File: src/rtl/edf_pkg.sv
package edf_pkg;

  localparam int MaxTasks  = 8;
  localparam int MaxJobs   = 16;
  localparam int TaskIdxW  = 3;
  localparam int JobIdxW   = 4;
  localparam int TaskNumW  = 4;
  localparam int TaskCntW  = TaskIdxW + 1;
  localparam int JobCntW   = JobIdxW + 1;
  localparam logic [16:0] NeverRelease = 17'h1FFFF;

  localparam logic OpLoad = 1'b0;
  localparam logic OpTick = 1'b1;

  typedef enum logic [2:0] {
    ST_IDLE,
    ST_REL,
    ST_SCAN,
    ST_RUN,
    ST_OUT
  } edf_state_t;

  typedef struct packed {
    logic load;
    logic rel_clear;
    logic rel_step;
    logic scan_clear;
    logic scan_step;
    logic run;
    logic done_tick;
  } edf_cmd_t;

  typedef struct packed {
    logic rel_last;
    logic scan_last;
    logic done_now;
  } edf_sts_t;

endpackage

File: src/rtl/edf_periodic_task_scheduler_unit.sv
// channel | handshake            | payload
// in      | in_valid / in_stall  | operation, task_index, compute, deadline, period
// out     | out_valid / out_stall| slot_time, running_task, idle, done_res, job_overflow
// cfg     | APB psel/penable     | horizon at byte address 0
// A load is written when accepted. A tick runs MaxTasks release steps, MaxJobs scan steps,
// one run step and one result state. A tick at the horizon goes straight to the
// result state. Input is stalled until the result is taken.
// Synchronous active-low reset clears time, task and job valid bits; horizon 65535.
module edf_periodic_task_scheduler_unit (
  input  logic        clk,
  input  logic        rst_n,
  input  logic        in_valid,
  output logic        in_stall,
  input  logic        in_operation,
  input  logic [2:0]  in_task_index,
  input  logic [15:0] in_compute_time,
  input  logic [15:0] in_relative_deadline,
  input  logic [15:0] in_period,
  output logic        out_valid,
  input  logic        out_stall,
  output logic [15:0] out_slot_time,
  output logic [3:0]  out_running_task,
  output logic        out_idle,
  output logic        out_done_res,
  output logic        out_job_overflow,
  input  logic        cfg_psel,
  input  logic        cfg_penable,
  input  logic        cfg_pwrite,
  input  logic [1:0]  cfg_paddr,
  input  logic [31:0] cfg_pwdata,
  output logic [31:0] cfg_prdata,
  output logic        cfg_pready
);
  import edf_pkg::*;

  edf_cmd_t    cmd;
  edf_sts_t    sts;
  logic [15:0] horizon_r;

  assign cfg_pready = 1'b1;
  assign cfg_prdata = (cfg_paddr == 2'd0) ? {16'd0, horizon_r} : 32'd0;

  always_ff @(posedge clk) begin
    if (!rst_n) horizon_r <= 16'hFFFF;
    else if (cfg_psel && cfg_penable && cfg_pwrite && cfg_paddr == 2'd0)
      horizon_r <= cfg_pwdata[15:0];
  end

  edf_ctrl u_ctrl (
    .clk, .rst_n, .in_valid, .in_stall, .in_operation,
    .out_valid, .out_stall, .sts, .cmd
  );

  edf_dp u_dp (
    .clk, .rst_n, .in_task_index, .in_compute_time, .in_relative_deadline,
    .in_period, .horizon(horizon_r), .cmd, .sts, .out_slot_time,
    .out_running_task, .out_idle, .out_done_res, .out_job_overflow
  );

endmodule

File: src/rtl/edf_ctrl.sv
module edf_ctrl (
  input  logic              clk,
  input  logic              rst_n,
  input  logic              in_valid,
  output logic              in_stall,
  input  logic              in_operation,
  output logic              out_valid,
  input  logic              out_stall,
  input  edf_pkg::edf_sts_t sts,
  output edf_pkg::edf_cmd_t cmd
);
  import edf_pkg::*;

  edf_state_t state_r, state_nxt;
  logic       acc;

  assign in_stall = (state_r != ST_IDLE);
  assign acc      = in_valid && !in_stall;

  always_comb begin
    state_nxt = state_r;
    unique case (state_r)
      ST_IDLE: begin
        if (acc && in_operation == OpTick) begin
          state_nxt = sts.done_now ? ST_OUT : ST_REL;
        end
      end
      ST_REL:  if (sts.rel_last) state_nxt = ST_SCAN;
      ST_SCAN: if (sts.scan_last) state_nxt = ST_RUN;
      ST_RUN:  state_nxt = ST_OUT;
      ST_OUT:  if (!out_stall) state_nxt = ST_IDLE;
      default: state_nxt = ST_IDLE;
    endcase
  end

  always_comb begin
    cmd = '0;
    out_valid = 1'b0;
    unique case (state_r)
      ST_IDLE: begin
        cmd.load       = acc && in_operation == OpLoad;
        cmd.rel_clear  = acc && in_operation == OpTick;
        cmd.scan_clear = acc && in_operation == OpTick;
        cmd.done_tick  = acc && in_operation == OpTick && sts.done_now;
      end
      ST_REL:  cmd.rel_step = 1'b1;
      ST_SCAN: cmd.scan_step = 1'b1;
      ST_RUN:  cmd.run = 1'b1;
      ST_OUT:  out_valid = 1'b1;
      default: ;
    endcase
  end

  always_ff @(posedge clk) begin
    if (!rst_n) state_r <= ST_IDLE;
    else        state_r <= state_nxt;
  end

  a_busy_stall: assert property (@(posedge clk) disable iff (!rst_n)
    (state_r == ST_SCAN) |-> in_stall) else $error("accept while scanning");
  a_out_hold: assert property (@(posedge clk) disable iff (!rst_n)
    (out_valid && out_stall) |=> out_valid) else $error("result dropped");
  a_run_out: assert property (@(posedge clk) disable iff (!rst_n)
    (state_r == ST_RUN) |=> out_valid) else $error("run without result");

endmodule

File: src/rtl/edf_dp.sv
module edf_dp (
  input  logic              clk,
  input  logic              rst_n,
  input  logic [2:0]        in_task_index,
  input  logic [15:0]       in_compute_time,
  input  logic [15:0]       in_relative_deadline,
  input  logic [15:0]       in_period,
  input  logic [15:0]       horizon,
  input  edf_pkg::edf_cmd_t cmd,
  output edf_pkg::edf_sts_t sts,
  output logic [15:0]       out_slot_time,
  output logic [3:0]        out_running_task,
  output logic              out_idle,
  output logic              out_done_res,
  output logic              out_job_overflow
);
  import edf_pkg::*;

  logic [15:0] time_r;
  logic        tvld_r [MaxTasks];
  logic [15:0] tcomp_r [MaxTasks];
  logic [15:0] tdl_r [MaxTasks];
  logic [15:0] tper_r [MaxTasks];
  logic [16:0] tnext_r [MaxTasks];

  logic        jvld_r [MaxJobs];
  logic [16:0] jdl_r [MaxJobs];
  logic [15:0] jrel_r [MaxJobs];
  logic [15:0] jrem_r [MaxJobs];
  logic [3:0]  jnum_r [MaxJobs];

  logic [TaskCntW-1:0] tcnt_r;
  logic [JobCntW-1:0]  jcnt_r;
  logic                best_ok_r;
  logic [JobIdxW-1:0]  best_r;
  logic                ovf_r;

  logic [TaskIdxW-1:0] ti;
  logic [JobIdxW-1:0]  ji;
  logic                free_ok;
  logic [JobIdxW-1:0]  free_j;
  logic                rel_hit;
  logic                better;

  assign ti = tcnt_r[TaskIdxW-1:0];
  assign ji = jcnt_r[JobIdxW-1:0];
  assign sts.rel_last  = (tcnt_r == TaskCntW'(MaxTasks - 1));
  assign sts.scan_last = (jcnt_r == JobCntW'(MaxJobs - 1));
  assign sts.done_now  = (time_r >= horizon);

  // first free job entry, lowest index has priority
  always_comb begin
    free_ok = 1'b0;
    free_j  = '0;
    for (int j = MaxJobs - 1; j >= 0; j--) begin
      if (!jvld_r[j]) begin
        free_ok = 1'b1;
        free_j  = JobIdxW'(j);
      end
    end
  end

  assign rel_hit = tvld_r[ti] && (tnext_r[ti] == {1'b0, time_r});

  always_comb begin
    better = 1'b0;
    if (!best_ok_r) better = 1'b1;
    else if (jdl_r[ji] != jdl_r[best_r]) better = jdl_r[ji] < jdl_r[best_r];
    else if (jrel_r[ji] != jrel_r[best_r]) better = jrel_r[ji] < jrel_r[best_r];
    else if (jrem_r[ji] != jrem_r[best_r]) better = jrem_r[ji] < jrem_r[best_r];
    else better = jnum_r[ji] < jnum_r[best_r];
  end

  always_ff @(posedge clk) begin
    if (!rst_n) begin
      time_r <= '0;
      for (int t = 0; t < MaxTasks; t++) tvld_r[t] <= 1'b0;
      for (int j = 0; j < MaxJobs; j++) jvld_r[j] <= 1'b0;
      tcnt_r <= '0;
      jcnt_r <= '0;
      best_ok_r <= 1'b0;
      ovf_r <= 1'b0;
    end else begin
      if (cmd.load) begin
        tvld_r[in_task_index]  <= 1'b1;
        tcomp_r[in_task_index] <= in_compute_time;
        tdl_r[in_task_index]   <= in_relative_deadline;
        tper_r[in_task_index]  <= in_period;
        tnext_r[in_task_index] <= {1'b0, time_r};
      end
      if (cmd.rel_clear) begin
        tcnt_r <= '0;
        ovf_r  <= 1'b0;
      end
      if (cmd.scan_clear) begin
        jcnt_r    <= '0;
        best_ok_r <= 1'b0;
      end
      if (cmd.rel_step) begin
        tcnt_r <= tcnt_r + 1'b1;
        if (rel_hit) begin
          if (tcomp_r[ti] != '0) begin
            if (free_ok) begin
              jvld_r[free_j] <= 1'b1;
              jdl_r[free_j]  <= {1'b0, time_r} + {1'b0, tdl_r[ti]};
              jrel_r[free_j] <= time_r;
              jrem_r[free_j] <= tcomp_r[ti];
              jnum_r[free_j] <= TaskNumW'(ti) + 1'b1;
            end else begin
              ovf_r <= 1'b1;
            end
          end
          tnext_r[ti] <= (tper_r[ti] == '0) ? NeverRelease
                         : {1'b0, time_r} + {1'b0, tper_r[ti]};
        end
      end
      if (cmd.scan_step) begin
        jcnt_r <= jcnt_r + 1'b1;
        if (jvld_r[ji] && better) begin
          best_ok_r <= 1'b1;
          best_r    <= ji;
        end
      end
      if (cmd.run) begin
        out_slot_time    <= time_r;
        out_done_res     <= 1'b0;
        out_job_overflow <= ovf_r;
        out_idle         <= !best_ok_r;
        out_running_task <= best_ok_r ? jnum_r[best_r] : 4'd0;
        if (best_ok_r) begin
          jrem_r[best_r] <= jrem_r[best_r] - 1'b1;
          if (jrem_r[best_r] == 16'd1) jvld_r[best_r] <= 1'b0;
        end
        time_r <= time_r + 1'b1;
      end
      if (cmd.done_tick) begin
        out_slot_time    <= time_r;
        out_done_res     <= 1'b1;
        out_job_overflow <= 1'b0;
        out_idle         <= 1'b0;
        out_running_task <= 4'd0;
      end
    end
  end

  a_done_still: assert property (@(posedge clk) disable iff (!rst_n)
    cmd.done_tick |=> $stable(time_r)) else $error("time moved on done");
  a_run_adv: assert property (@(posedge clk) disable iff (!rst_n)
    cmd.run |=> time_r == $past(time_r) + 16'd1) else $error("time not advanced");
  a_excl: assert property (@(posedge clk) disable iff (!rst_n)
    $onehot0({cmd.load, cmd.rel_step, cmd.scan_step, cmd.run})) else $error("cmd clash");

endmodule
File: config.mk
export PLATFORM = sky130hd
export DESIGN_NAME = edf_periodic_task_scheduler_unit
export DESIGN_NICKNAME = d
export VERILOG_FILES = /design/src/rtl/edf_pkg.sv /design/src/rtl/edf_periodic_task_scheduler_unit.sv /design/src/rtl/edf_ctrl.sv /design/src/rtl/edf_dp.sv
export SDC_FILE = /design/constraint.sdc
export NUM_CORES = 2
export LEC_CHECK = 0
export BUFFER_PORTS_ARGS = -buffer_cell sky130_fd_sc_hd__buf_4
export CORE_ASPECT_RATIO = 1.5
export CORE_MARGIN = 3
export CORE_UTILIZATION = 57
export CTS_CLUSTER_SIZE = 8
export DETAILED_ROUTE_END_ITERATION = 6
export PLACE_DENSITY = 0.76
export SLEW_MARGIN = 20
export SYNTH_ARGS = -nofsm -noshare
export SYNTH_HDL_FRONTEND = slang
export SYNTH_HIERARCHICAL = 1
export SYNTH_SLANG_ARGS = --single-unit
File: constraint.sdc
create_clock -name clk -period 5.7 [get_ports clk]
set_input_delay 1.14 -clock clk [delete_from_list [all_inputs] [get_ports clk]]
set_output_delay 1.14 -clock clk [all_outputs]
set_load 0.005 [all_outputs]
Word level (Yosys, flattened, before mapping)
Memory sizes are Yosys's and may differ from the RTL's. A register that Yosys moved wholly into a read port is not among the register bits.
Cells that the tools add are included.
{ "totals": {"regBits": 73, "ramBits": 1392, "input_bits": 93, "output_inout_bits": 58, "elab_cells": 210, "n_memories": 10} }
{ "classes": {"add_sub_neg": 7, "n_lt_le_gt_ge": 5, "eq_ne": 15, "n_mux": 132, "bitwise": 1, "reduce_logical": 27} }
{ "memory_table": {"columns": ["memory", "words", "word_bits", "rd", "rd_ports_with_merged_regs", "write_ports", "line", "source"], "rows": [
  ["u_dp.jdl_r", 16, 17, 2, 2, 1, "edf_dp.sv:27", "logic [16:0] jdl_r [MaxJobs];"],
  ["u_dp.jrel_r", 16, 16, 2, 2, 1, "edf_dp.sv:28", "logic [15:0] jrel_r [MaxJobs];"],
  ["u_dp.jrem_r", 16, 16, 2, 2, 1, "edf_dp.sv:29", "logic [15:0] jrem_r [MaxJobs];"],
  ["u_dp.tnext_r", 8, 17, 1, 1, 1, "edf_dp.sv:24", "logic [16:0] tnext_r [MaxTasks];"],
  ["u_dp.tcomp_r", 8, 16, 1, 1, 1, "edf_dp.sv:21", "logic [15:0] tcomp_r [MaxTasks];"],
  ["u_dp.tdl_r", 8, 16, 1, 1, 1, "edf_dp.sv:22", "logic [15:0] tdl_r [MaxTasks];"],
  ["4 more memories", null, null, null, null, null, null, null]
]} }
{ "op_table": {"columns": ["cell", "n"], "rows": [
  ["$mux W4", 37],
  ["$mux W1", 68],
  ["$mux W16", 4],
  ["$mux W3", 17],
  ["$add A16 B16 Y17", 2],
  ["$mux W17", 2],
  ["$lt A16 B16 Y1", 2],
  ["$ne A16 B16 Y1", 2],
  ["$eq A17 B16 Y1", 1],
  ["$lt A17 B17 Y1", 1],
  ["$ne A17 B17 Y1", 1],
  ["$reduce_or A17 Y1", 1],
  ["$add A16 B1 Y16 const B", 1],
  ["$eq A16 B1 Y1 const B", 1],
  ["$ge A16 B16 Y1", 1],
  ["$logic_not A16 Y1", 1],
  ["$reduce_bool A16 Y1", 1],
  ["$reduce_or A16 Y1", 1],
  ["$sub A16 B1 Y16 const B", 1],
  ["$pmux W3 S5", 1],
  ["$mux W5", 2],
  ["$logic_and A1 B1 Y1", 9],
  ["$eq A3 B2 Y1 const B", 2],
  ["$ne A2 B2 Y1 const B", 3],
  ["other kinds (20)", 25]
]} }

Longest topological paths before layout
An unclocked memory read counts as a cell.
{ "depth": {"word_depth": 26, "mapped_depth": 21, "depth_no_buf": 14} }

Hierarchy
Netlist, hierarchy kept.
{ "modules_own_cells": {"columns": ["module", "instances", "cells_each", "area_per_inst_um2", "seq_area_each_um2"], "rows": [
  ["edf_dp", 1, 4061, 69923.3, 43131.4],
  ["edf_periodic_task_scheduler_unit", 1, 113, 884.6, 320.3],
  ["edf_ctrl", 1, 29, 227.7, 60.1]
]} }

Worst setup path before layout
Ideal clock, no wire load.
{ "synth_path": {"path_type": "in2reg", "startpoint": "in rst_n", "endpoint": "mem u_dp.tnext_r[6][0] (enable)", "setup_time_ps": 341, "arrival_time_ps": 5705, "t_required_ps": 5359, "slack_ps": -346, "path_stages": 4, "path_buffers": 1, "cell_sequence": "clkbuf_1 -> nand2_1 -> nor3_1 -> or2_2"} }
{ "synth_via": {"elab_chain_len": 4, "elab_cells_between_ends": 7, "classes_between": "mux (6); reduce/logical (1)"} }
{ "synth_rtl": {"columns": ["element", "line", "source"], "rows": [
  ["start: declaration", "edf_periodic_task_scheduler_unit.sv:11", "input logic rst_n,"],
  ["$mux W1", "edf_dp.sv:75", "if (!rst_n) begin"],
  ["$mux W1", "edf_dp.sv:113", "tnext_r[ti] <= (tper_r[ti] == '0) ? NeverRelease"],
  ["$reduce_or A17 Y1 (no line)", null, null],
  ["$mux W3 (no line) / $mux W1 (equally long branches)", null, null],
  ["end: declaration", "edf_dp.sv:24", null]
]} }
Several ways; a longest one is shown, not always the timed one.

==> out/metrics.cfg <==
[timing]
finalSetupViolCount = 0
drv_slew = 0
finalHoldViolations = 0
period_needed_ns = 5.28
holdWs_ns = 0.457
worstMarginPinSlew_ns = 1.16
tns_ns = 0
rsz0062_at_grt = false
fmax_ghz = 0.189
worst_clock_skew_ns = 0.0615
relSlewSlack_pct = 22.4
period_share_pct = 92.7

[logic_synthesis]
seq_area_frac_synth_pct = 61.3
synthDistinctLibCells = 89
async_reset_ff_share_pct = 0
post-synth-top-area-cell = edfxtp_1
synth_edf_count = 1395
synth_cells = 4203
syn-cell-area_mm2 = 0.0710
synthDominantCellAreaShare_pct = 59.0
ys_top_cells_by_area = edfxtp_1 59%, mux4_2 20%, mux2_2 3.0%
synth_common_cells = 1395 x edfxtp_1, 625 x mux4_2, 339 x nor2_1
syn_area_per_cell_um2 = 16.9
ys_ff_latch = 1476
ys.warnings.count = 6
yosysMostFrequentCell = edfxtp_1
synth_ff_type = edfxtp_1

[worst_setup_path]
start_kind = flop
critPathRequiredTime_ns = 6.26
path_max_fanout = 47
crit_type = reg -> reg
crit_arrival_ns = 5.84
worstSetupEndpointType = flop

[drt]
dr_total_vias = 42423
wire_per_inst_um = 31.4
drt_iter0_drc = 4793
drc = 0
viasPerCell = 6.98
drt_wl_total_um = 191000
drtPass1Iterations = 6
final_antenna_net_count = 0

[global_routing]
grt_max_degree = 77
grt_usage_pct = 30.2
grt_pass1_vias = 44731
grt-ovfl-total = 0
grt_pass1_wl_um = 284000
use_met3_pct = 5.97
grtUsageMet1_pct = 36.1
met2_usage_pct = 51.8
antenna_found_initial = 3
grt-busiest-layer = met2

[pwr]
power.density_mw_per_mm2 = 303
power_uw = 24300
cellLeakagePower_uw = 0.0268
ir_drop_uv = 364

[place]
portBuffers = 117
dpl.hpwl_um = 111000
dpl_cell_area_mm2 = 0.0746
place.gp.congestion = 0.919

[floorplanning]
initial_utilization_pct = 57.4
dieArea_mm2 = 0.129
die_h_um = 438
io_pins = 151
die_w_um = 294
rows = 158
coreArea_mm2 = 0.124

[clock_tree]
cts_htree_levels = 4
cts-root-buf = clkbuf_16
cts_setup_buffers = 0
clk_pin_slew_worst_paths_ns = 0.05
cts_buffer_depth = 3
cts_sinks = 1476
clock_latency_ns = 0.83
cts_tree = done
numCtsBuffers = 202

[final_layout]
fillers = 8153
fin_nets = 4599
area_delta_synth_final_pct = 13.0
layout-drive-gt1-share_pct = 33.0
design_area_mm2 = 0.0803

[flow_run]
maxCapViolations = 0

[worst_hold_path]
hp-class = reg -> reg

[outcome]
status = complete, no violations

-- sequential cells by signal, indices dropped and copies added (netlist names), 64 cells and up, named ones only --
register      count
u_dp/tnext_r    136
u_dp/jnum_r      64
u_dp/jrem_r     256
u_dp/tper_r     128
u_dp/jrel_r     256
u_dp/tcomp_r    128
u_dp/tdl_r      128
u_dp/jdl_r      272
-- where the power goes --
part / internal, µW / switching (µW)
Sequential: 12000 / 44.1
Combinational: 536 / 821
Clock: 6470 / 4430
Total: 19000 / 5300
-- worst paths after layout --
| kind | from | end | slack (ns) | cells after the start |
|---|---|---|---|---|
| setup / recovery | flop | u_dp/tnext_r[5][15] | 0.42 | 13 |
| hold / removal | u_dp/tvld_r[4] | u_dp/tvld_r[4] | 0.46 | 2 |
| setup reg to reg | flop | u_dp/tnext_r[5][15] | 0.42 | 13 |
| hold reg to reg | u_dp/tvld_r[4] | u_dp/tvld_r[4] | 0.46 | 2 |
-- layer usage --
metal,part of all wire [%],routed length [µm]
met2,52,98400
met4,5.8,11100
met1,33,63500
met5,0,0
met3,9.4,18000
-- critical path, cell delays in order, from the launching register on --
cell	delay [ns]
dfxtp_4	0.89
buf_4	0.56
mux4_2	0.38
mux2i_1	0.37
inv_1	0.14
ha_1	0.32
a211oi_1	0.28
o21bai_1	0.14
a2111oi_0	0.67
o21ai_0	0.24
and2_1	0.22
nand4_1	0.10
o211ai_1	0.28
mux2_1	0.40
-- through the flow --
stage          cells  worst slack, ns  util, %
2_1_floorplan   4218            0.207        -
3_3_place_gp    5793           0.0495     60.3
3_5_place_dp    5793           0.0577     60.3
4_1_cts         6075           0.0424     64.8
5_1_grt         6077            0.116     64.9
6_report        6080            0.418     64.9
-- cell families (layout without fill, tap and decap cells) --
logic type	after synthesis	count (layout)	share of synthesized area, %
buffers and inverters	414	672	2.65
AND/OR/NAND/NOR	726	726	5.01
adder cells (fa/ha/maj)	108	108	1.92
flip-flops	1476	1476	61.3
XOR/XNOR	62	62	0.828
AO/OA/AOI/OAI	555	555	4.80
other	2	21	0.0106
multiplexers	860	860	23.5
-- cell usage in the layout (no fill, tap or decap), types with 37 or more instances in the layout --
master and count:
clkbuf_16 205, mux2i_1 37, ha_1 106, and2_1 38
mux4_2 625, mux2_2 188, buf_4 279, nor2_1 304
a21oi_1 300, o21ai_0 53, dfxtp_1 70, inv_1 80
nand2_1 82, nand3_1 59, clkbuf_1 64, edfxtp_1 1395
-- repair_timing --
action	in CTS	in global routing
resized for setup	0	3
setup endpoints to repair	0	217
endpoints found under the hold margin	0	0
hold buffers	0	0
-- layout make-up --
class	instances	area (µm²)	area share (%)
diodes	4	10.0	0.0125
clock buffers	269	5370	6.69
clock inverters	13	250	0.312
inverters	83	312	0.388
multi-input cells	2328	26100	32.6
flip-flops and latches	1476	43600	54.3
well taps	1600	2000	2.49
repair buffers	307	2640	3.29
No activity file was read; power rests on OpenSTA's default activity.
